### config.mk
export PLATFORM = sky130hd
export DESIGN_NAME = leader_election_node_top
export DESIGN_NICKNAME = d
export VERILOG_FILES = /design/src/hdl/lenode_pkg.sv /design/src/hdl/leader_election_node_top.sv
export SDC_FILE = /design/constraint.sdc
export NUM_CORES = 2
export LEC_CHECK = 0
export BUFFER_PORTS_ARGS = -buffer_cell sky130_fd_sc_hd__clkbuf_2
export CORE_MARGIN = 2
export CORE_UTILIZATION = 48
export DETAILED_ROUTE_END_ITERATION = 6
export PLACE_DENSITY = 0.65
export SYNTH_ARGS = -nofsm -noshare
export SYNTH_HDL_FRONTEND = slang
export SYNTH_SLANG_ARGS = --single-unit
### constraint.sdc
create_clock -name clk_i -period 20.2 [get_ports clk_i]
set_input_delay 1.01 -clock clk_i [delete_from_list [all_inputs] [get_ports clk_i]]
set_output_delay 1.01 -clock clk_i [all_outputs]
set_load 0.01 [all_outputs]
### src/hdl/lenode_pkg.sv
package lenode_pkg;

  localparam int unsigned MaxNodes  = 8;
  localparam int unsigned IdxW      = $clog2(MaxNodes);
  localparam int unsigned CntW      = $clog2(MaxNodes + 1);
  localparam int unsigned IdW       = 64;
  localparam int unsigned TermW     = 32;
  localparam int unsigned BaseW     = 16;
  localparam int unsigned CountW    = 17;
  localparam int unsigned LfsrW     = 16;
  localparam int unsigned InDataW   = 168;
  localparam int unsigned OutDataW  = 296;
  localparam int unsigned CfgIdxW   = 2;

  localparam logic [LfsrW-1:0]  LfsrSeed   = 16'hACE1;
  localparam logic [LfsrW-1:0]  LfsrTaps   = 16'hB400;
  // 1.5 in the 17-bit fraction format of the jitter multiply.
  localparam logic [17:0]       JitterBase = 18'd196608;
  localparam logic [TermW-1:0]  TermMax    = '1;
  localparam logic [3:0]        NoLeader   = 4'd15;

  // Input operations, carried in tuser. The last code is not an operation and is ignored.
  typedef enum logic [2:0] {
    OP_JOIN     = 3'd0,
    OP_JOIN_REQ = 3'd1,
    OP_MEMBER   = 3'd2,
    OP_VOTE_REQ = 3'd3,
    OP_VOTE_RSP = 3'd4,
    OP_HEART    = 3'd5,
    OP_TICK     = 3'd6,
    OP_NONE     = 3'd7
  } op_e;

  // Outgoing message kinds.
  typedef enum logic [2:0] {
    MSG_JOIN_REQ = 3'd0,
    MSG_MEMBERS  = 3'd1,
    MSG_VOTE_REQ = 3'd2,
    MSG_VOTE_RSP = 3'd3,
    MSG_HEART    = 3'd4
  } msg_e;

  typedef enum logic [1:0] {
    ROLE_BOOT   = 2'd0,
    ROLE_FOLLOW = 2'd1,
    ROLE_CAND   = 2'd2,
    ROLE_LEAD   = 2'd3
  } role_e;

  // How the results of one item are generated.
  typedef enum logic [1:0] {
    EM_NONE    = 2'd0,
    EM_SINGLE  = 2'd1,
    EM_BCAST   = 2'd2,
    EM_MEMBERS = 2'd3
  } emit_e;

  typedef enum logic [1:0] {
    CFG_EXPECTED = 2'd0,
    CFG_SELF_HI  = 2'd1,
    CFG_SELF_LO  = 2'd2,
    CFG_BASE     = 2'd3
  } cfg_e;

  typedef enum logic [6:0] {
    ST_IDLE  = 7'b0000001,
    ST_SCAN  = 7'b0000010,
    ST_APPLY = 7'b0000100,
    ST_TIMER = 7'b0001000,
    ST_START = 7'b0010000,
    ST_LOADD = 7'b0100000,
    ST_EMIT  = 7'b1000000
  } state_e;

endpackage

### src/hdl/leader_election_node_top.sv
// Flow: an accepted beat is scanned against the table, applied, passes the timer step
// when a non-leader timeout restarts, then the start step; one result beat per cycle
// leaves the output register while the sink is ready, save for the destination load step
// before each destination's membership update. One item at a time: the input is ready only while idle.
// Reset (rst_ni low, asynchronous): bootstrap role, term 0, one member (self),
// no voters, countdown 0, jitter LFSR 0xACE1, configuration at its defaults.
module leader_election_node_top import lenode_pkg::*; (
  input  logic                clk_i,
  input  logic                rst_ni,
  // Configuration write port.
  input  logic                cfg_we_i,
  input  logic [CfgIdxW-1:0]  cfg_idx_i,
  input  logic [IdW-1:0]      cfg_data_i,
  // Input stream.
  input  logic                s_axis_tvalid,
  output logic                s_axis_tready,
  // tdata: peer_high, peer_low, term_in, granted_in, zero fill
  input  logic [InDataW-1:0]  s_axis_tdata,
  // tuser: operation
  input  logic [2:0]          s_axis_tuser,
  // Output stream.
  output logic                m_axis_tvalid,
  input  logic                m_axis_tready,
  // tdata: dest_high, dest_low, term_out, granted_out, member_high, member_low,
  //        end_of_message, role_now, zero fill
  output logic [OutDataW-1:0] m_axis_tdata,
  // tuser: message_kind
  output logic [2:0]          m_axis_tuser,
  output logic                m_axis_tlast
);

  // Configuration registers.
  logic [3:0]       expected_q;
  logic [IdW-1:0]   self_hi_q, self_lo_q;
  logic [BaseW-1:0] base_q;

  // Node state.
  logic [IdW-1:0]    mem_hi_q [MaxNodes];
  logic [IdW-1:0]    mem_lo_q [MaxNodes];
  logic [IdW-1:0]    vot_hi_q [MaxNodes];
  logic [IdW-1:0]    vot_lo_q [MaxNodes];
  logic [CntW-1:0]   mt_q, vt_q;
  role_e             role_q;
  logic [TermW-1:0]  term_q;
  logic [3:0]        leader_q;
  logic [CountW-1:0] count_q;
  logic [LfsrW-1:0]  lfsr_q;

  // Latched item.
  logic [2:0]       op_q;
  logic [IdW-1:0]   peer_hi_q, peer_lo_q;
  logic [TermW-1:0] tin_q;
  logic             gin_q;

  // Sequencer.
  state_e           state_q;
  logic [IdxW-1:0]  k_q, i_q, j_q;
  logic             found_q;
  emit_e            mode_q;
  msg_e             kind_q;
  logic [TermW-1:0] eterm_q;
  logic             egrant_q;
  logic [IdW-1:0]   dest_hi_q, dest_lo_q;

  // Output register.
  logic             ovalid_q;
  logic [IdW-1:0]   o_dhi_q, o_dlo_q, o_mhi_q, o_mlo_q;
  logic [TermW-1:0] o_term_q;
  logic             o_gr_q, o_eom_q, o_last_q;
  logic [2:0]       o_kind_q;
  role_e            o_role_q;

  logic             in_fire, out_free;
  logic [IdxW-1:0]  rd_idx;
  logic [IdW-1:0]   rd_hi, rd_lo;
  logic             scan_vot, scan_hit;
  logic [CntW-1:0]  scan_tot;
  logic [CntW-1:0]  mt_m1;
  logic [LfsrW-1:0] lfsr_step;
  logic [33:0]      jit_prod;

  assign in_fire       = s_axis_tvalid && s_axis_tready;
  assign s_axis_tready = (state_q == ST_IDLE);
  assign out_free      = !ovalid_q || m_axis_tready;
  assign mt_m1         = mt_q - CntW'(1);

  // Single read port of the member table; slot zero is this node.
  always_comb begin
    if (state_q == ST_SCAN) begin
      rd_idx = k_q;
    end else if (state_q == ST_LOADD || mode_q == EM_BCAST) begin
      rd_idx = i_q;
    end else begin
      rd_idx = j_q;
    end
    rd_hi = (rd_idx == '0) ? self_hi_q : mem_hi_q[rd_idx];
    rd_lo = (rd_idx == '0) ? self_lo_q : mem_lo_q[rd_idx];
  end

  // Compare one table entry per scan cycle.
  assign scan_vot = (op_q == OP_VOTE_RSP);
  assign scan_tot = scan_vot ? vt_q : mt_q;
  assign scan_hit = scan_vot ? (vot_hi_q[k_q] == peer_hi_q && vot_lo_q[k_q] == peer_lo_q)
                             : (rd_hi == peer_hi_q && rd_lo == peer_lo_q);

  // Galois LFSR step and jitter multiply for the timeout restart.
  assign lfsr_step = lfsr_q[0] ? ((lfsr_q >> 1) ^ LfsrTaps) : (lfsr_q >> 1);
  assign jit_prod  = 34'(base_q) * 34'(JitterBase + 18'(lfsr_q));

  // Configuration registers.
  always_ff @(posedge clk_i or negedge rst_ni) begin
    if (!rst_ni) begin
      expected_q <= 4'd1;
      self_hi_q  <= '0;
      self_lo_q  <= '0;
      base_q     <= BaseW'(1000);
    end else if (cfg_we_i) begin
      case (cfg_idx_i)
        CFG_EXPECTED: expected_q <= cfg_data_i[3:0];
        CFG_SELF_HI:  self_hi_q  <= cfg_data_i;
        CFG_SELF_LO:  self_lo_q  <= cfg_data_i;
        CFG_BASE:     base_q     <= cfg_data_i[BaseW-1:0];
        default: ;
      endcase
    end
  end

  // Latch the accepted item.
  always_ff @(posedge clk_i) begin
    if (in_fire) begin
      op_q      <= s_axis_tuser;
      peer_hi_q <= s_axis_tdata[63:0];
      peer_lo_q <= s_axis_tdata[127:64];
      tin_q     <= s_axis_tdata[159:128];
      gin_q     <= s_axis_tdata[160];
    end
  end

  // Table storage: entries are written only at the fill counts.
  always_ff @(posedge clk_i) begin
    if (state_q == ST_APPLY) begin
      if ((op_q == OP_JOIN || op_q == OP_JOIN_REQ || op_q == OP_MEMBER)
          && !found_q && mt_q < CntW'(MaxNodes)) begin
        mem_hi_q[mt_q[IdxW-1:0]] <= peer_hi_q;
        mem_lo_q[mt_q[IdxW-1:0]] <= peer_lo_q;
      end
      if (op_q == OP_VOTE_RSP && tin_q == term_q && gin_q && !found_q
          && vt_q < CntW'(MaxNodes)) begin
        vot_hi_q[vt_q[IdxW-1:0]] <= peer_hi_q;
        vot_lo_q[vt_q[IdxW-1:0]] <= peer_lo_q;
      end
    end
  end

  // Sequencer and node state.
  always_ff @(posedge clk_i or negedge rst_ni) begin
    logic [CntW-1:0]   vt_new;
    logic [CountW-1:0] cnt_dec;
    logic              restart;
    role_e             role_new;
    if (!rst_ni) begin
      state_q   <= ST_IDLE;
      mt_q      <= CntW'(1);
      vt_q      <= '0;
      role_q    <= ROLE_BOOT;
      term_q    <= '0;
      leader_q  <= NoLeader;
      count_q   <= '0;
      lfsr_q    <= LfsrSeed;
      k_q       <= '0;
      i_q       <= '0;
      j_q       <= '0;
      found_q   <= 1'b0;
      mode_q    <= EM_NONE;
      kind_q    <= MSG_JOIN_REQ;
      eterm_q   <= '0;
      egrant_q  <= 1'b0;
      dest_hi_q <= '0;
      dest_lo_q <= '0;
    end else begin
      vt_new   = vt_q;
      cnt_dec  = (count_q != '0) ? count_q - CountW'(1) : '0;
      restart  = 1'b0;
      role_new = role_q;
      case (state_q)
        ST_IDLE: begin
          if (in_fire) begin
            k_q     <= '0;
            found_q <= 1'b0;
            state_q <= ST_SCAN;
          end
        end

        // Search the member or voter table for the peer.
        ST_SCAN: begin
          if (scan_tot == '0) begin
            state_q <= ST_APPLY;
          end else if (scan_hit) begin
            found_q <= 1'b1;
            state_q <= ST_APPLY;
          end else if ({1'b0, k_q} == scan_tot - CntW'(1)) begin
            state_q <= ST_APPLY;
          end else begin
            k_q <= k_q + IdxW'(1);
          end
        end

        // Update the state for this item and choose its results.
        ST_APPLY: begin
          mode_q   <= EM_NONE;
          egrant_q <= 1'b0;
          eterm_q  <= '0;
          case (op_q)
            OP_JOIN, OP_JOIN_REQ, OP_MEMBER: begin
              if (!found_q && mt_q < CntW'(MaxNodes)) begin
                mt_q <= mt_q + CntW'(1);
              end
              if (op_q == OP_JOIN) begin
                mode_q <= EM_SINGLE;
                kind_q <= MSG_JOIN_REQ;
              end else if (op_q == OP_JOIN_REQ) begin
                mode_q <= EM_MEMBERS;
                kind_q <= MSG_MEMBERS;
              end
            end
            OP_VOTE_REQ: begin
              mode_q  <= EM_SINGLE;
              kind_q  <= MSG_VOTE_RSP;
              eterm_q <= tin_q;
              if (tin_q > term_q) begin
                term_q   <= tin_q;
                egrant_q <= 1'b1;
              end
            end
            OP_VOTE_RSP: begin
              if (tin_q == term_q && gin_q) begin
                if (!found_q && vt_q < CntW'(MaxNodes)) begin
                  vt_new = vt_q + CntW'(1);
                end
                vt_q <= vt_new;
                if (role_q == ROLE_CAND
                    && {vt_new + CntW'(1), 1'b0} > {1'b0, mt_q}) begin
                  role_new = ROLE_LEAD;
                  leader_q <= '0;
                  mode_q   <= EM_BCAST;
                  kind_q   <= MSG_HEART;
                  eterm_q  <= term_q;
                  restart  = 1'b1;
                end
              end
            end
            OP_HEART: begin
              if (tin_q >= term_q) begin
                term_q   <= tin_q;
                role_new = ROLE_FOLLOW;
                leader_q <= found_q ? {1'b0, k_q} : NoLeader;
                restart  = 1'b1;
              end
            end
            OP_TICK: begin
              count_q <= cnt_dec;
              if (cnt_dec == '0) begin
                restart = 1'b1;
                if (role_q == ROLE_LEAD) begin
                  mode_q  <= EM_BCAST;
                  kind_q  <= MSG_HEART;
                  eterm_q <= term_q;
                end else if (role_q == ROLE_BOOT && mt_q != expected_q) begin
                  mode_q <= EM_MEMBERS;
                  kind_q <= MSG_MEMBERS;
                end else begin
                  // Election: new term unless the term is at its maximum, empty voter table, vote requests.
                  role_new = ROLE_CAND;
                  vt_q     <= '0;
                  mode_q   <= EM_BCAST;
                  kind_q   <= MSG_VOTE_REQ;
                  if (term_q != TermMax) begin
                    term_q  <= term_q + TermW'(1);
                    eterm_q <= term_q + TermW'(1);
                  end else begin
                    eterm_q <= term_q;
                  end
                end
              end
            end
            default: ;
          endcase
          role_q <= role_new;
          if (restart && role_new == ROLE_LEAD) begin
            count_q <= CountW'(base_q);
            state_q <= ST_START;
          end else if (restart) begin
            lfsr_q  <= lfsr_step;
            state_q <= ST_TIMER;
          end else begin
            state_q <= ST_START;
          end
        end

        // Randomized timeout from the stepped LFSR, for every role but leader.
        ST_TIMER: begin
          count_q <= jit_prod[33:17];
          state_q <= ST_START;
        end

        ST_START: begin
          i_q <= IdxW'(1);
          j_q <= '0;
          case (mode_q)
            EM_SINGLE:  state_q <= ST_EMIT;
            EM_BCAST:   state_q <= (mt_q > CntW'(1)) ? ST_EMIT : ST_IDLE;
            EM_MEMBERS: state_q <= (mt_q > CntW'(1)) ? ST_LOADD : ST_IDLE;
            default:    state_q <= ST_IDLE;
          endcase
        end

        // Hold the destination of one membership update.
        ST_LOADD: begin
          dest_hi_q <= rd_hi;
          dest_lo_q <= rd_lo;
          j_q       <= '0;
          state_q   <= ST_EMIT;
        end

        ST_EMIT: begin
          if (out_free) begin
            case (mode_q)
              EM_BCAST: begin
                if ({1'b0, i_q} == mt_m1) begin
                  state_q <= ST_IDLE;
                end else begin
                  i_q <= i_q + IdxW'(1);
                end
              end
              EM_MEMBERS: begin
                if ({1'b0, j_q} == mt_m1) begin
                  if ({1'b0, i_q} == mt_m1) begin
                    state_q <= ST_IDLE;
                  end else begin
                    i_q     <= i_q + IdxW'(1);
                    state_q <= ST_LOADD;
                  end
                end else begin
                  j_q <= j_q + IdxW'(1);
                end
              end
              default: state_q <= ST_IDLE;
            endcase
          end
        end

        default: state_q <= ST_IDLE;
      endcase
    end
  end

  // Output register: valid flag.
  always_ff @(posedge clk_i or negedge rst_ni) begin
    if (!rst_ni) begin
      ovalid_q <= 1'b0;
    end else if (state_q == ST_EMIT && out_free) begin
      ovalid_q <= 1'b1;
    end else if (m_axis_tready) begin
      ovalid_q <= 1'b0;
    end
  end

  // Output register: payload of one result beat.
  always_ff @(posedge clk_i) begin
    if (state_q == ST_EMIT && out_free) begin
      o_kind_q <= kind_q;
      o_term_q <= eterm_q;
      o_gr_q   <= egrant_q;
      o_role_q <= role_q;
      case (mode_q)
        EM_BCAST: begin
          o_dhi_q  <= rd_hi;
          o_dlo_q  <= rd_lo;
          o_mhi_q  <= '0;
          o_mlo_q  <= '0;
          o_eom_q  <= 1'b1;
          o_last_q <= ({1'b0, i_q} == mt_m1);
        end
        EM_MEMBERS: begin
          o_dhi_q  <= dest_hi_q;
          o_dlo_q  <= dest_lo_q;
          o_mhi_q  <= rd_hi;
          o_mlo_q  <= rd_lo;
          o_eom_q  <= ({1'b0, j_q} == mt_m1);
          o_last_q <= ({1'b0, j_q} == mt_m1) && ({1'b0, i_q} == mt_m1);
        end
        default: begin
          o_dhi_q  <= peer_hi_q;
          o_dlo_q  <= peer_lo_q;
          o_mhi_q  <= '0;
          o_mlo_q  <= '0;
          o_eom_q  <= 1'b1;
          o_last_q <= 1'b1;
        end
      endcase
    end
  end

  assign m_axis_tvalid = ovalid_q;
  assign m_axis_tuser  = o_kind_q;
  assign m_axis_tlast  = o_last_q;
  assign m_axis_tdata  = {4'b0, o_role_q, o_eom_q, o_mlo_q, o_mhi_q, o_gr_q, o_term_q,
                          o_dlo_q, o_dhi_q};

  // The member count always covers self and never exceeds the table.
  a_member_range: assert property (@(posedge clk_i) disable iff (!rst_ni)
    mt_q >= CntW'(1) && mt_q <= CntW'(MaxNodes))
    else $error("member count out of range");

  a_voter_range: assert property (@(posedge clk_i) disable iff (!rst_ni)
    vt_q <= CntW'(MaxNodes))
    else $error("voter count out of range");

  // A leader always records itself as leader.
  a_leader_slot: assert property (@(posedge clk_i) disable iff (!rst_ni)
    role_q == ROLE_LEAD |-> leader_q == '0)
    else $error("leader without own slot");

  // A result beat only appears right after the sequencer was in the emit phase.
  a_emit_only: assert property (@(posedge clk_i) disable iff (!rst_ni)
    ovalid_q && !$past(ovalid_q) |-> $past(state_q) == ST_EMIT)
    else $error("result beat outside emit phase");

endmodule
Word-level counts from Yosys, hierarchy flattened --
Memories as Yosys holds them, arrays and structs flattened. Index checks and enable logic that the tools add are counted.
Cells by class: $add $sub $neg 11, multipliers 1, order comparisons 6, eq/ne operators 53, muxes and demuxes 109, bitwise logic cells 2, reductions and logical operators 55
Operators by type and width (count):
- 2-to-1 mux 32 bit | 11
- == test 64 bit | 4
- one-hot mux 64 bit (2 select lines) | 2
- one-hot mux 32 bit (3 select lines) | 2
- 2-to-1 mux 64 bit | 2
- 2-to-1 mux 7 bit | 8
- 2-to-1 mux 3 bit | 18
- 2-to-1 mux 17 bit | 3
- one-hot mux 7 bit (7 select lines) | 1
- 2-to-1 mux 4 bit | 9
- multiplier 16 x 19 -> 34 bit | 1
- one-hot mux 17 bit (2 select lines) | 1
- adder 32 x 1 -> 32 bit (second input constant) | 1
- == test 32 bit | 1
- greater-or-equal comparator 32 bit | 1
- greater-than comparator 32 bit | 1
- inequality test 32 bit (second input constant) | 1
- 2-to-1 mux 2 bit | 13
- one-hot mux 3 bit (2 select lines) | 4
- inequality test 2 bit (second input constant) | 11
- 2-to-1 mux 1 bit | 21
- one-hot mux 7 bit (3 select lines) | 1
- adder 18 x 16 -> 19 bit (first input constant) | 1
- logical AND 1 bit | 17
- other kinds (56) | 102
Word-level totals: register bits 867, memory bits (writable) 2048, input bits 242, output and inout bits 302, word-level logic and storage cells 278, memories kept 4
Memory list:
- mem_hi_q | words 8, width 64, read ports 1, clocked after memory_dff 0, write ports 1, line leader_election_node_top.sv:38 | logic [IdW-1:0] mem_hi_q [MaxNodes];
- mem_lo_q | words 8, width 64, read ports 1, clocked after memory_dff 0, write ports 1, line leader_election_node_top.sv:39 | logic [IdW-1:0] mem_lo_q [MaxNodes];
- vot_hi_q | words 8, width 64, read ports 1, clocked after memory_dff 0, write ports 1, line leader_election_node_top.sv:40 | logic [IdW-1:0] vot_hi_q [MaxNodes];
- vot_lo_q | words 8, width 64, read ports 1, clocked after memory_dff 0, write ports 1, line leader_election_node_top.sv:41 | logic [IdW-1:0] vot_lo_q [MaxNodes];

Depth between registers and ports, before layout --
depth after elaboration 17, depth in mapped cells 29, mapped depth without buffers 27

Least setup slack after synthesis --
OpenSTA, ideal clock, no wires.
path kind input-to-reg, start input m_axis_tready, end register i_q[2], setup time 128 ps, arrival time 16531 ps, setup slack 3542 ps, stages on the path 6, cell sequence nand2b_1 -> nor2b_1 -> nand3_1 -> nor2_1 -> xnor2_1 -> nor2_1
Between the ends: cells in the longest elaborated chain, start to end 3
RTL lines:
- from (decl) | line leader_election_node_top.sv:23 | input logic m_axis_tready,
- logical OR 1 bit | line leader_election_node_top.sv:84 | assign out_free = !ovalid_q || m_axis_tready;
- inequality test 2 bit (no line)
- AND reduction 4 bit (no line)
- to (signal assigned) | line leader_election_node_top.sv:307 | i_q <= IdxW'(1);
- to (signal assigned) | line leader_election_node_top.sv:332 | i_q <= i_q + IdxW'(1);
- to (signal assigned) | line leader_election_node_top.sv:340 | i_q <= i_q + IdxW'(1);
- to (decl) | line leader_election_node_top.sv:57 | logic [IdxW-1:0] k_q, i_q, j_q;
No other way between the ends. A chain may end at the register's enable or synchronous reset.

Worst setup path in the final report --
start register state_q[4], end register k_q[0]
Between the ends: cells in the longest elaborated chain, start to end 11
RTL lines:
- from (decl) | line leader_election_node_top.sv:56 | state_e state_q;
- from (signal assigned) | line leader_election_node_top.sv:311 | EM_BCAST: state_q <= (mt_q > CntW'(1)) ? ST_EMIT : ST_IDLE;
- from (signal assigned) | line leader_election_node_top.sv:312 | EM_MEMBERS: state_q <= (mt_q > CntW'(1)) ? ST_LOADD : ST_IDLE;
- == test 7 x 6 -> 1 bit | line leader_election_node_top.sv:91 | end else if (state_q == ST_LOADD || mode_q == EM_BCAST) begin
- logical OR 1 bit | line leader_election_node_top.sv:91
- 2-to-1 mux 3 bit | line leader_election_node_top.sv:91
- 2-to-1 mux 3 bit | line leader_election_node_top.sv:89 | if (state_q == ST_SCAN) begin
- memory (8 x 64 bit) (tied with other cells)
- 2-to-1 mux 64 bit (on tied branches) | line leader_election_node_top.sv:96, leader_election_node_top.sv:97
- == test 64 bit | line leader_election_node_top.sv:104 | : (rd_hi == peer_hi_q && rd_lo == peer_lo_q);
- logical AND 1 bit | line leader_election_node_top.sv:104
- 2-to-1 mux 1 bit | line leader_election_node_top.sv:103 | assign scan_hit = scan_vot ? (vot_hi_q[k_q] == peer_hi_q && vot_lo_q[k_q] == peer_lo_q)
- inequality test 2 bit (no line)
- AND reduction 5 bit (no line)
- to (signal assigned) | line leader_election_node_top.sv:204 | k_q <= k_q + IdxW'(1);
- to (decl) | line leader_election_node_top.sv:57
Several ways; a longest one is shown, not always the timed one.

==> impl_metrics.csv <==
group,metric,value,unit
outcome,status,"finished with violations",
outcome,violations,"design-rule violations",
cts,hold_buffers,0,
die,dieWidth,508,µm
setup_path,reg2reg_from,"state_q[4]$_DFFE_PN0P_",
min_path,hp-class,"in -> async",
setup_path,startpoint_type,"register",
setup_path,slowest_stage,"or4_1",
die,die_y,508,µm
setup_path,cp_slowest_stage_delay,0.86,ns
global_route,grt-ovfl-total,0,
power,powerDensity,146,nW/µm²
timing,max_slew.worst_pin.slew,1.34,ns
global_route,antenna_found_initial,44,
route,drt_iter0_markers,11000,
die,die_area,258000,µm²
synthesis,ys.flop_type,"edfxtp_1",
cts,cts_buffers,309,
timing,max_clock_freq,120,MHz
timing,relSlewSlack,10.8,%
final_layout,drive_gt1_share,19.1,%
timing,setup_viol,0,
global_route,grt_pass1_wl,543000,µm
setup_path,end_kind,"register",
synthesis,syn_area,122000,µm²
global_route,grt_use_total,29.4,%
cts,htreeDepth,5,
route,num_vias,77500,
final_layout,fin_cells,12500,
timing,period_share,41.3,%
timing,fin_skew,0.0912,ns
route,first_pass_iters,7,
synthesis,synthTopCellsByArea,"edfxtp_1 (59%), dfrtp_1 (8.0%), mux4_2 (4.7%)",
setup_path,critPathKind,"reg -> reg",
route,via_per_inst,6.19,
cts,post_cts_buffers,0,
placement,dp_hpwl,243000,µm
die,initial_utilization,48.1,%
synthesis,synth_edf_count,2380,
die,rows,185,
timing,period_minus_slack,8.34,ns
setup_path,cp_max_fo,74,
cts,cts_resized,0,
timing,hold_ws,0.0618,ns
cts,insertion_delay,0.96,ns
setup_path,cpLargestDelayFamily,"simple AND/OR/NAND/NOR gates",
timing,finalSetupTns,0,ns
final_layout,nNetsFinal,9530,
synthesis,synth_top_area_share,58.6,%
route,drtAntennaViolNets,0,
synthesis,yosysWarnings,0,
final_layout,multiInputGateArea,37200,µm²
final_layout,seqCellArea,81700,µm²
setup_path,reg2regPathDepth,15,
synthesis,ys_seq_area_share,67.0,%
setup_path,cpMostUsedCell,"or4_1",
final_layout,final_util,54.7,%
placement,place_inst,12000,
global_route,grt_max_degree,129,
global_route,grt_pass1_vias,74500,
setup_path,cp.required,20.97,ns
setup_path,path_buf_inv,2,
route,wl_per_cell,30.8,µm
cts,clock-sinks,2787,
synthesis,synth_seq_cells,2787,
synthesis,syn_inst,8349,
die,coreArea,253000,µm²
setup_path,cp.arrival,9.11,ns
timing,drv_slew,0,
placement,gp_congestion,0.935,
setup_path,rrSetupSlack,11.86,ns
timing,hold_violations,0,
placement,dp_slack,12.10,ns
final_layout,fillers,20200,
cts,clockBufferDepth,4,
power,ir_worst_vdd,0.000127,V
cts,path_clk_slew,0.08,ns
route,drc,2,
synthesis,async_flop_share,14.6,%
timing,worst_slack,11.86,ns
setup_path,r2r-end,"k_q[0]$_DFFE_PN0P_",
job,maxCapViolations,0,
synthesis,avgSynthCellArea,14.6,µm²
route,wl,385000,µm
die,pin_count,544,
placement,numPortBuffers,532,
power,p_leak,49.8,nW
setup_path,worstPathCellList,"or4_1, or3_4, nand2_8, buf_4, buf_4, a211oi_1, or4_1, xor2_1, o2111ai_1, or4_1, nor4_1, and4_1, a21oi_2, nor2_4, mux2_1",
cts,cts_tree,"built",
cts,cts_root_buf,"clkbuf_16",
synthesis,yosys.area.top_type,"edfxtp_1",
synthesis,netlist-cell-type-count,96,
final_layout,area_growth,13.8,%
timing,rsz0062_at_grt,"no",
==> registers in the layout, summed over array words and instances (netlist names), 448 cells and up <==
signal	count
mem_hi_q	448
vot_hi_q	512
vot_lo_q	512
mem_lo_q	448
==> cell families (layout without fill, tap and decap cells) <==
logic type / count (synthesis) / count (layout) / synth area share, %
mux: 659 / 659 / 8.23
other cells: 1 / 17 / 0.00308
fa+ha+maj: 371 / 371 / 5.16
flops: 2787 / 2787 / 67.0
buf+inv: 821 / 1612 / 2.73
simple gates: 2187 / 2187 / 8.47
xor+xnor: 195 / 195 / 1.40
compound gates: 1328 / 1328 / 7.02
==> layer usage <==
| layer | wire (µm) | global-route usage, % |
|---|---|---|
| met2 | 175000 | 44.9 |
| met3 | 41600 | 6.48 |
| met1 | 145000 | 39.6 |
| met4 | 23400 | 15.8 |
| met5 | 64 | 0 |
==> stage by stage <==
step	power, mW	area, µm²
floorplan	11.7	122000
global placement	14.5	129000
detailed placement	14.6	129000
CTS	20.1	139000
global route	20.9	139000
finish	20.2	139000
==> power breakdown <==
part           internal (mW)  switching (mW)  total (mW)
clock network           3.27            2.26        5.53
logic                   2.28            5.27        7.56
registers               6.76           0.371        7.13
total                   12.3            7.90        20.2
==> cell usage in the layout, fill, tap and decap left out, types with 62 or more instances in the layout <==
cell and n:
clkbuf_2 531, nand4_1 63, dfrtp_1 385, and2_1 129, inv_1 303, buf_4 225
a211oi_1 261, a21oi_1 307, nand2_1 844, xor2_1 115, and3_1 249, mux4_2 256
clkbuf_16 316, nor2_1 422, fa_1 220, ha_1 151, edfxtp_1 2380, mux2i_1 213
mux2_2 188, o21ai_0 348, or4_1 62, nand3_1 217, xnor2_1 80, clkbuf_1 64
==> final cells by class <==
type / instances / share of cell area, %
Sequential cell: 2787 / 58.9
Multi-Input combinational cell: 4744 / 26.8
Clock buffer: 398 / 6.05
Timing Repair Buffer: 770 / 3.33
Tap cell: 3366 / 3.04
Clock inverter: 139 / 1.03
Inverter: 305 / 0.830
Antenna cell: 13 / 0.0234
==> cells in the mapped netlist (80+ instances only) <==
library cell  number
edfxtp_1        2380
nand2_1          846
nor2_1           435
dfrtp_1          390
clkbuf_1         357
o21ai_0          349
a21oi_1          308
inv_1            304
a211oi_1         261
mux4_2           256
and3_1           250
fa_1             220
nand3_1          217
mux2i_1          213
mux2_2           188
ha_1             151
and2_1           129
xor2_1           115
xnor2_1           80
==> how the worst max path moves through the flow <==
stage / startpoint / to / slack (ns) / depth (start not counted)
global route: state_q[4]$_DFFE_PN0P_ / k_q[0]$_DFFE_PN0P_ / 11.77 / 15
floorplan: m_axis_tready / i_q[2]$_DFFE_PN0P_ / 3.54 / 6
global placement: state_q[4]$_DFFE_PN0P_ / k_q[0]$_DFFE_PN0P_ / 12.12 / 15
detailed placement: state_q[4]$_DFFE_PN0P_ / k_q[0]$_DFFE_PN0P_ / 12.10 / 15
finish: state_q[4]$_DFFE_PN0P_ / k_q[0]$_DFFE_PN0P_ / 11.86 / 15
CTS: state_q[4]$_DFFE_PN0P_ / k_q[0]$_DFFE_PN0P_ / 12.03 / 15
No activity file was read; power rests on OpenSTA's default activity.
